--- src/hdl/esort_pkg.sv ---
// Shared types and constants for the exchange sort engine.
`timescale 1ns / 1ps
`default_nettype none
package esort_pkg;

    localparam int unsigned MAX_ITEMS_DEF = 64;
    localparam int unsigned DATA_W        = 32;

    typedef struct packed {
        logic                     vld;
        logic signed [DATA_W-1:0] data;
    } t_link;

    typedef enum logic [1:0] {
        ST_LOAD,
        ST_SETTLE,
        ST_DRAIN
    } t_state;

endpackage
`default_nettype wire

--- src/hdl/esort_cell.sv ---
// One insertion cell: keeps the smaller word, passes the larger one right, shifts left on drain.
`timescale 1ns / 1ps
`default_nettype none
module esort_cell (
    input  wire logic             i_clk,
    input  wire logic             i_rst_n,
    input  wire logic             i_shift,
    input  wire esort_pkg::t_link i_left,
    input  wire esort_pkg::t_link i_right,
    output esort_pkg::t_link      o_pass,
    output esort_pkg::t_link      o_hold
);

    logic                                r_full;
    logic                                n_full;
    logic signed [esort_pkg::DATA_W-1:0] r_val;
    logic signed [esort_pkg::DATA_W-1:0] n_val;
    esort_pkg::t_link                    r_pass;
    esort_pkg::t_link                    n_pass;

    always_comb begin
        n_full      = r_full;
        n_val       = r_val;
        n_pass.vld  = 1'b0;
        n_pass.data = r_pass.data;
        if (i_shift) begin
            n_full = i_right.vld;
            n_val  = i_right.data;
        end else if (i_left.vld) begin
            if (!r_full) begin
                n_full = 1'b1;
                n_val  = i_left.data;
            end else if ($signed(i_left.data) < $signed(r_val)) begin
                n_val       = i_left.data;
                n_pass.vld  = 1'b1;
                n_pass.data = r_val;
            end else begin
                n_pass.vld  = 1'b1;
                n_pass.data = i_left.data;
            end
        end
    end

    always_ff @(posedge i_clk) begin
        if (!i_rst_n) begin
            r_full     <= 1'b0;
            r_pass.vld <= 1'b0;
        end else begin
            r_full     <= n_full;
            r_pass.vld <= n_pass.vld;
        end
        r_val       <= n_val;
        r_pass.data <= n_pass.data;
    end

    assign o_pass = r_pass;
    assign o_hold = '{vld: r_full, data: r_val};

endmodule
`default_nettype wire

--- config.mk ---
export PLATFORM = sky130hd
export DESIGN_NAME = esort_cell
export DESIGN_NICKNAME = d
export VERILOG_FILES = /design/src/hdl/esort_pkg.sv /design/src/hdl/esort_cell.sv
export SDC_FILE = /design/constraint.sdc
export NUM_CORES = 1
export LEC_CHECK = 0
export ABC_AREA = 1
export BUFFER_PORTS_ARGS = -buffer_cell sky130_fd_sc_hd__buf_2
export CAP_MARGIN = 20
export CORE_UTILIZATION = 54
export CTS_CLUSTER_DIAMETER = 100
export DETAILED_ROUTE_END_ITERATION = 6
export PLACE_DENSITY_LB_ADDON = 0.25
export SYNTH_ARGS = -nofsm -noshare
export SYNTH_HDL_FRONTEND = slang
export SYNTH_SLANG_ARGS = --single-unit
--- constraint.sdc ---
create_clock -name i_clk -period 4.54 [get_ports i_clk]
set_clock_uncertainty 0.1 [all_clocks]
set_input_delay 0.908 -clock i_clk [delete_from_list [all_inputs] [get_ports i_clk]]
set_output_delay 0.908 -clock i_clk [all_outputs]
set_load 0.02 [all_outputs]
After elaboration in Yosys (flattened, before gate mapping)
Index checks and enable logic that the tools add are counted.

cells by class
  reduce and logical (&&, ||, !) cells = 4
  muxes and demuxes = 7
  bitwise gates (word level) = 4
  magnitude comparators = 1
  eq/ne operators = 1

operators by type and width
  operator              number
  $mux W32              5
  $lt A32 B32 Y1        1
  $not A1 Y1            4
  $reduce_or A4 Y1      1
  $ne A3 B2 Y1 const B  1
  $reduce_and A3 Y1     1
  $mux W1               2
  $reduce_and A2 Y1     1
  $reduce_bool A2 Y1    1

storage, ports and cells
  output and inout port bits = 66
  word-level logic and storage cells = 21
  input port bits = 69
  bits in registers = 66

Logic depth before layout (Yosys ltp)
Gate-level depths: netlist of run 1.

  depth after elaboration = 5
  depth in mapped cells = 17

Worst setup path before layout of run 1
No wires, ideal clock.

  path type = input-to-reg
  start point = input i_shift
  end point = register r_pass, in the netlist o_pass[0] (enable)
  buffers on the path = 1
  setup time = 0.421 ns
  stages on the path = 4
  path slack = 1.382 ns
  arrival = 2.637 ns
  cell sequence = clkbuf_1 > nor2_1 > inv_1 > nor2_1

on the way
  word-level cells in the longest chain between the ends = 2

RTL lines
  element                      line              text
  start, declared              esort_cell.sv:7   input wire logic i_shift,
  $not A1 Y1 (no line)         -
  $reduce_and A3 Y1 (no line)  -
  end, declared                esort_cell.sv:18  esort_pkg::t_link r_pass;

Every way passes these cells.
A chain may end at the register's enable or synchronous reset.

Final worst setup path of run 1
  start point = input i_left[5] (netlist bit)
  end point = register r_val[22] (netlist bit) (enable)

on the way
  word-level cells in the longest chain between the ends = 3

RTL lines
  element                      line              text
  start, declared              esort_cell.sv:8   input wire esort_pkg::t_link i_left,
  $lt A32 B32 Y1               esort_cell.sv:33  end else if ($signed(i_left.data) < $signed(r_val)) begin
  $ne A3 B2 Y1 (no line)       -
  $reduce_and A2 Y1 (no line)  -
  end signal, assigned         esort_cell.sv:52  r_val <= n_val;
  end, declared                esort_cell.sv:16  logic signed [esort_pkg::DATA_W-1:0] r_val;

Every way passes these cells.

==> metrics.txt, run 1 <==
# TYPE chip_impl_metric gauge
chip_impl_metric{name="clockPowerShare",unit=""} 0.309
chip_impl_info{name="cp_slowest_cell",value="sky130_fd_sc_hd__inv_1"} 1
chip_impl_metric{name="antenna_found_initial",unit=""} 0
chip_impl_metric{name="h_tree_levels",unit=""} 3
chip_impl_metric{name="drt_pre_antenna_iters",unit=""} 7
chip_impl_metric{name="dieArea",unit="sq mm"} 0.00717
chip_impl_metric{name="clock_pin_slew_of_the_registers_on_the_worst_case_setup_and_hold_paths",unit="ps"} 80
chip_impl_metric{name="synth_cells",unit=""} 424
chip_impl_metric{name="first_global_vias",unit=""} 3173
chip_impl_metric{name="final_design_area_no_fill",unit="sq mm"} 0.00460
chip_impl_metric{name="area_growth_syn_to_layout",unit="%"} 24.5
chip_impl_metric{name="grt_first_pass_wirelength",unit="mm"} 14.4
chip_impl_metric{name="cts-hold-fix-buffers",unit=""} 0
chip_impl_info{name="class_of_the_tightest_hold_or_removal_check",value="flip-flop to flip-flop"} 1
chip_impl_metric{name="start_util",unit=""} 0.571
chip_impl_metric{name="worst-path-max-fanout",unit=""} 19
chip_impl_metric{name="slew_headroom",unit=""} 0.353
chip_impl_metric{name="clkSinkCount",unit=""} 66
chip_impl_metric{name="cp_data_required_time",unit="ps"} 4460
chip_impl_metric{name="ys_types",unit=""} 18
chip_impl_metric{name="cts-resized-gates",unit=""} 0
chip_impl_info{name="critical_path.reg2reg.startpoint",value="r_val[5]"} 1
chip_impl_metric{name="max_cap_violations",unit=""} 0
chip_impl_metric{name="dpl.hpwl",unit="mm"} 6.36
chip_impl_metric{name="seq_power_share",unit=""} 0.442
chip_impl_metric{name="nNetsFinal",unit=""} 658
chip_impl_metric{name="worstHoldPathCells",unit=""} 2
chip_impl_info{name="start_kind",value="primary input"} 1
chip_impl_metric{name="syn-num-nets",unit=""} 524
chip_impl_metric{name="async_reset_ff_frac",unit=""} 0
chip_impl_metric{name="worst_pin_slew",unit="ps"} 969
chip_impl_metric{name="sw_frac_of_total",unit=""} 0.317
chip_impl_info{name="outcome",value="complete, but fails checks"} 1
chip_impl_info{name="worstReg2RegEnd",value="r_val[22]"} 1
chip_impl_metric{name="numCtsBuffers",unit=""} 9
chip_impl_metric{name="r2r_setup_slk",unit="ps"} 1640
chip_impl_metric{name="drt-wirelength-per-cell",unit="um"} 14.3
chip_impl_metric{name="dieWidth",unit="um"} 84.7
chip_impl_metric{name="p_switching",unit="uW"} 556
chip_impl_metric{name="r2r.worst_path.cells",unit=""} 14
chip_impl_metric{name="num_io_pins",unit=""} 135
chip_impl_metric{name="synth-edff-count",unit=""} 64
chip_impl_metric{name="static-leakage-power",unit="uW"} 0.00246
chip_impl_info{name="timing.critical_path.cells",value="buf_2, ha_1, a21oi_1, nor2_1, nor3_1, nand2_1, nand2_1, nand2_1, nand2_2, nand3_1, nand3_1, nand2_1, inv_1, buf_4"} 1
chip_impl_metric{name="layout_worst_path_cycle_share",unit=""} 0.698
chip_impl_metric{name="diodes",unit=""} 0
chip_impl_info{name="crit_path_end_kind",value="flip-flop"} 1
chip_impl_metric{name="grt_util_all_layers",unit=""} 0.260
chip_impl_metric{name="drt_iter0_drc",unit=""} 201
chip_impl_metric{name="detailroute.via_count",unit=""} 3281
chip_impl_info{name="most_common_cell_after_layout_fill_and_taps_aside",value="sky130_fd_sc_hd__nand2_1"} 1
chip_impl_info{name="mostFrequentLayoutCells",value="sky130_fd_sc_hd__nand2_1, sky130_fd_sc_hd__buf_2, sky130_fd_sc_hd__edfxtp_1"} 1
chip_impl_metric{name="ys_warn_count",unit=""} 0
chip_impl_metric{name="finalHoldViolations",unit=""} 0
chip_impl_metric{name="timing.critical_path.arrival",unit="ps"} 3090
chip_impl_metric{name="detail_route.wirelength",unit="mm"} 9.14
chip_impl_info{name="min_delay_src",value="r_val[24]"} 1
chip_impl_metric{name="grt_max_degree",unit=""} 33
chip_impl_metric{name="seq_area_frac_synth",unit=""} 0.532
chip_impl_metric{name="postRouteAntennaNets",unit=""} 0
chip_impl_metric{name="clock_latency",unit="ps"} 340
chip_impl_metric{name="cts_setup_buffers",unit=""} 0
chip_impl_metric{name="powerDensity",unit="mW/mm^2"} 381
chip_impl_metric{name="postSynthAreaPerCell",unit="sq um"} 8.71
chip_impl_metric{name="max_freq",unit="MHz"} 316
chip_impl_metric{name="number_of_synthesized_register_bits",unit=""} 66
chip_impl_metric{name="p_int",unit="uW"} 1200
chip_impl_info{name="whs_endpoint",value="o_pass[24]"} 1
chip_impl_metric{name="placement.io_buffers",unit=""} 134
chip_impl_info{name="cpMostUsedCell",value="sky130_fd_sc_hd__nand2_1"} 1
chip_impl_metric{name="drc",unit=""} 2
chip_impl_info{name="clockRootBuffer",value="sky130_fd_sc_hd__clkbuf_8"} 1
chip_impl_metric{name="post_syn_area",unit="sq mm"} 0.00369
chip_impl_metric{name="combinationalPowerShare",unit=""} 0.250
chip_impl_info{name="violations_in_the_final_reports",value="design-rule violations"} 1
chip_impl_info{name="crit_type",value="primary input to flip-flop"} 1
chip_impl_metric{name="core-area",unit="sq mm"} 0.00646
chip_impl_metric{name="post_dp_cell_area",unit="sq mm"} 0.00439
chip_impl_metric{name="max-vdd-ir-drop",unit="mV"} 0.209
chip_impl_metric{name="fin_tns_setup",unit="ps"} 0
chip_impl_info{name="cts_tree",value="done"} 1
chip_impl_info{name="synth_flop_cell",value="sky130_fd_sc_hd__edfxtp_1"} 1
chip_impl_metric{name="dieHeight",unit="um"} 84.7
chip_impl_metric{name="timing_max_transition_violations_final",unit=""} 0
chip_impl_metric{name="drive_gt1_frac",unit=""} 0.282
chip_impl_metric{name="rows",unit=""} 29
chip_impl_metric{name="globalRouteOverflowTotal",unit=""} 0
chip_impl_metric{name="gp_routability_congestion",unit=""} 0.850
chip_impl_metric{name="final-setup-viol-count",unit=""} 0
chip_impl_metric{name="min_period",unit="ps"} 3170
chip_impl_metric{name="avgViaCountPerCell",unit=""} 5.13
chip_impl_metric{name="critical-path-max-stage-delay",unit="ps"} 390
chip_impl_info{name="rsz0062_at_grt",value="false"} 1
chip_impl_metric{name="cts_max_path_buffers",unit=""} 2
==> sequential cells by signal (all words and copies together) (netlist names) <==
name	cells
o_pass	33
r_full	1
r_val	32
==> kinds of logic (layout without fill, tap and decap cells) <==
group,after synthesis,in the layout,synth area share
compound gates,25,25,0.0356
fa+ha+maj,31,31,0.105
buf+inv,61,200,0.0753
flops,66,66,0.532
simple gates,241,241,0.253
==> cells in the mapped netlist, types with 2 or more instances <==
cell / number / area share
sky130_fd_sc_hd__nand3_1: 5 / 0.0068
sky130_fd_sc_hd__nor2_2: 2 / 0.0034
sky130_fd_sc_hd__edfxtp_1: 64 / 0.52
sky130_fd_sc_hd__nor2_1: 8 / 0.0081
sky130_fd_sc_hd__clkbuf_1: 7 / 0.0071
sky130_fd_sc_hd__inv_1: 47 / 0.048
sky130_fd_sc_hd__a21oi_1: 15 / 0.020
sky130_fd_sc_hd__ha_1: 31 / 0.11
sky130_fd_sc_hd__buf_6: 6 / 0.018
sky130_fd_sc_hd__dfxtp_1: 2 / 0.011
sky130_fd_sc_hd__nand2_1: 218 / 0.22
sky130_fd_sc_hd__nor3_1: 3 / 0.0041
sky130_fd_sc_hd__nand2_2: 4 / 0.0068
sky130_fd_sc_hd__o21ai_0: 8 / 0.011
==> worst max path at each step <==
stage	slack, ps	start	end
global route	1170	i_left[15]	r_val[22]
CTS	1370	i_left[5]	r_val[1]
global placement	1110	i_left[5]	r_val[21]
detailed placement	1020	i_left[5]	r_val[18]
floorplan	1380	i_shift	o_pass[0]
finish	1370	i_left[5]	r_val[22]
==> cell type report <==
| cell class | instances | area [sq um] |
|---|---|---|
| sequential | 66 | 1960 |
| fill | 527 | 1860 |
| multi-input combinational | 297 | 1460 |
| timing repair buffer | 137 | 693 |
| inverter | 47 | 176 |
| clock buffer | 10 | 128 |
| tap | 77 | 96.3 |
| clock inverter | 6 | 81.3 |
==> through the flow <==
step | setup WS, ps | power (uW) | util | instances | hold WS, ps
6_report | 1370 | 1750 | 0.712 | 640 | 474
5_1_grt | 1170 | 1830 | 0.712 | 640 | 503
4_1_cts | 1370 | 1750 | 0.712 | 640 | 472
3_5_place_dp | 1020 | 1220 | 0.679 | 624 | 456
3_3_place_gp | 1110 | 1200 | 0.679 | 624 | 445
2_1_floorplan | 1380 | 1090 | - | 424 | 425
==> critical path, delay by kind of cell <==
kind / cells / cell delay (ps)
AND/OR/NAND/NOR: 9 / 820
adder cells (fa/ha/maj): 1 / 300
buffers and inverters: 3 / 890
AO/OA/AOI/OAI: 1 / 160
==> layer usage <==
| metal | vias up | global-route usage | routed length [um] |
|---|---|---|---|
| li1 | 1614 | - | - |
| met5 | - | 0 | 0 |
| met2 | 159 | 0.476 | 4740 |
| met4 | 0 | 0.100 | 175 |
| met1 | 1486 | 0.300 | 3570 |
| met3 | 22 | 0.0492 | 662 |
==> power by group through the flow <==
stage | combinational, uW | sequential (uW) | clock [uW]
4_1_cts | 437 | 774 | 538
6_report | 437 | 774 | 541
3_3_place_gp | 413 | 786 | 0
3_5_place_dp | 432 | 787 | 0
2_1_floorplan | 252 | 841 | 0
5_1_grt | 488 | 779 | 566
(Power assumes the default switching activity.)
==> run 2: changes to the inputs <==
--- a/config.mk
+++ b/config.mk
@@ -8,7 +8,7 @@
 export ABC_AREA = 1
 export BUFFER_PORTS_ARGS = -buffer_cell sky130_fd_sc_hd__buf_2
 export CAP_MARGIN = 20
-export CORE_UTILIZATION = 54
+export CORE_UTILIZATION = 50
 export CTS_CLUSTER_DIAMETER = 100
 export DETAILED_ROUTE_END_ITERATION = 6
 export PLACE_DENSITY_LB_ADDON = 0.25
==> constraint.sdc (replaced) <==
create_clock -name i_clk -period 3.3 [get_ports i_clk]
set_clock_uncertainty 0.1 [all_clocks]
set_input_delay 0.66 -clock i_clk [delete_from_list [all_inputs] [get_ports i_clk]]
set_output_delay 0.66 -clock i_clk [all_outputs]
set_load 0.02 [all_outputs]
==> metrics.txt, run 2 (synthesis gave the netlist of run 1 again) <==
# TYPE chip_impl_metric gauge
chip_impl_metric{name="postRouteAntennaNets",unit=""} 0
chip_impl_info{name="most_common_cell_after_layout_fill_and_taps_aside",value="sky130_fd_sc_hd__nand2_1"} 1
chip_impl_metric{name="core-area",unit="sq mm"} 0.00694
chip_impl_info{name="timing.critical_path.cells",value="buf_2, ha_1, a21oi_1, nor2_1, nor3_1, nand2_1, nand2_1, nand2_1, nand2_2, nand2_2, nand2_1, nand2_2, nand2_1, nand2_1"} 1
chip_impl_info{name="outcome",value="completed"} 1
chip_impl_metric{name="detailroute.via_count",unit=""} 3151
chip_impl_metric{name="gp_routability_congestion",unit=""} 0.826
chip_impl_info{name="crit_type",value="primary input to flip-flop"} 1
chip_impl_info{name="cts_tree",value="done"} 1
chip_impl_metric{name="grt_first_pass_wirelength",unit="mm"} 13.5
chip_impl_metric{name="critical-path-max-stage-delay",unit="ps"} 370
chip_impl_metric{name="min_period",unit="ps"} 2570
chip_impl_metric{name="multiInputGateArea",unit="sq mm"} 0.00146
chip_impl_info{name="rsz0062_at_grt",value="false"} 1
chip_impl_metric{name="finalHoldViolations",unit=""} 0
chip_impl_metric{name="start_util",unit=""} 0.532
chip_impl_metric{name="max_freq",unit="MHz"} 389
chip_impl_metric{name="cts_setup_buffers",unit=""} 0
chip_impl_metric{name="dieWidth",unit="um"} 87.9
chip_impl_metric{name="hold_slack",unit="ps"} 465
chip_impl_metric{name="grt_max_degree",unit=""} 36
chip_impl_metric{name="dieHeight",unit="um"} 87.9
chip_impl_info{name="cp_slowest_cell",value="sky130_fd_sc_hd__nand2_2"} 1
chip_impl_metric{name="grt_util_all_layers",unit=""} 0.233
chip_impl_metric{name="clock_pin_slew_of_the_registers_on_the_worst_case_setup_and_hold_paths",unit="ps"} 70
chip_impl_info{name="cpMostUsedCell",value="sky130_fd_sc_hd__nand2_1"} 1
chip_impl_metric{name="antenna_found_initial",unit=""} 0
chip_impl_metric{name="fin_tns_setup",unit="ps"} 0
chip_impl_metric{name="dp_worst_setup_slack",unit="ps"} 372
chip_impl_metric{name="drt_iter0_drc",unit=""} 137
chip_impl_metric{name="drive_gt1_frac",unit=""} 0.282
chip_impl_metric{name="cts-hold-fix-buffers",unit=""} 0
chip_impl_metric{name="worst-path-max-fanout",unit=""} 31
chip_impl_metric{name="max-vdd-ir-drop",unit="mV"} 0.269
chip_impl_metric{name="drt_pre_antenna_iters",unit=""} 4
chip_impl_metric{name="numCtsBuffers",unit=""} 9
chip_impl_metric{name="dieArea",unit="sq mm"} 0.00773
chip_impl_metric{name="timing_max_transition_violations_final",unit=""} 0
chip_impl_info{name="crit_path_end_kind",value="flip-flop"} 1
chip_impl_metric{name="dpl.hpwl",unit="mm"} 6.16
chip_impl_metric{name="clkSinkCount",unit=""} 66
chip_impl_metric{name="setup_ws",unit="ps"} 728
chip_impl_metric{name="nNetsFinal",unit=""} 660
chip_impl_metric{name="num_io_pins",unit=""} 135
chip_impl_metric{name="static-leakage-power",unit="uW"} 0.00245
chip_impl_info{name="start_kind",value="primary input"} 1
chip_impl_metric{name="layout.area.seq",unit="sq mm"} 0.00196
chip_impl_metric{name="slew_headroom",unit=""} 0.575
chip_impl_metric{name="number_of_flip_flops_under_the_largest_register_name",unit=""} 33
chip_impl_metric{name="powerDensity",unit="mW/mm^2"} 482
chip_impl_metric{name="detail_route.wirelength",unit="mm"} 8.57
chip_impl_metric{name="final-setup-viol-count",unit=""} 0
chip_impl_metric{name="layout_worst_path_cycle_share",unit=""} 0.779
chip_impl_metric{name="layout.filler_cells",unit=""} 587
chip_impl_metric{name="avgViaCountPerCell",unit=""} 4.77
chip_impl_metric{name="rows",unit=""} 30
chip_impl_metric{name="totalPowerFinal",unit="uW"} 2210
chip_impl_info{name="clockRootBuffer",value="sky130_fd_sc_hd__clkbuf_8"} 1
chip_impl_metric{name="timing.critical_path.arrival",unit="ps"} 2560
chip_impl_metric{name="clock_latency",unit="ps"} 340
chip_impl_metric{name="cp_data_required_time",unit="ps"} 3290
chip_impl_metric{name="worst_pin_slew",unit="ps"} 636
chip_impl_metric{name="layout.core_utilization",unit=""} 0.659
chip_impl_metric{name="cts-resized-gates",unit=""} 0
chip_impl_metric{name="cts_max_path_buffers",unit=""} 2
chip_impl_metric{name="diodes",unit=""} 0
chip_impl_metric{name="max_cap_violations",unit=""} 0
chip_impl_metric{name="placement.io_buffers",unit=""} 134
chip_impl_metric{name="h_tree_levels",unit=""} 3
chip_impl_info{name="class_of_the_tightest_hold_or_removal_check",value="flip-flop to flip-flop"} 1
chip_impl_metric{name="globalRouteOverflowTotal",unit=""} 0
chip_impl_info{name="mostFrequentLayoutCells",value="sky130_fd_sc_hd__nand2_1, sky130_fd_sc_hd__buf_2, sky130_fd_sc_hd__edfxtp_1"} 1
chip_impl_metric{name="first_global_vias",unit=""} 3120
chip_impl_metric{name="area_growth_syn_to_layout",unit="%"} 24.0
chip_impl_metric{name="drt-wirelength-per-cell",unit="um"} 13.0
chip_impl_metric{name="drc",unit=""} 0
[run 2: routing by layer]
metal  global-route usage  wire (um)  share of wire
met5                    0          0              0
met4               0.0939         94          0.011
met3               0.0679        559          0.065
met2                0.406       4360           0.51
met1                0.269       3550           0.41
[run 2: layout make-up]
cell class | count | area share
sequential | 66 | 0.429
multi-input combinational | 297 | 0.319
timing repair buffer | 139 | 0.155
tap | 96 | 0.0263
clock inverter | 5 | 0.00492
inverter | 47 | 0.0386
clock buffer | 10 | 0.0279
[run 2: path summary, 6_finish.rpt]
path | from | depth (start not counted) | to | slack (ps)
worst max-delay path | i_left[5] | 14 | o_pass[25] | 730
worst min-delay path | r_val[22] | 2 | o_pass[22] | 460
worst max register to register | r_val[31] | 13 | r_val[6] | 750
worst min register to register | r_val[22] | 2 | o_pass[22] | 460
[run 2: metrics by stage]
| step | instances | instance area, sq um |
|---|---|---|
| 3_3_place_gp | 645 | 4430 |
| 4_1_cts | 660 | 4580 |
| 3_5_place_dp | 645 | 4430 |
| 5_1_grt | 660 | 4580 |
| 6_report | 660 | 4580 |
| 2_1_floorplan | 424 | 3690 |
[run 2: power by group]
part           switching (uW)  internal [uW]
clock network             296            260
registers                36.4           1030
logic                     390            199
total                     722           1480
[run 2: worst max-delay path: cells and delay by family]
kind / cells / cell delay (ps)
adders and majority gates: 1 / 300
and+or+nand+nor: 11 / 1330
buffers and inverters: 1 / 120
AOI/OAI and AO/OA: 1 / 150
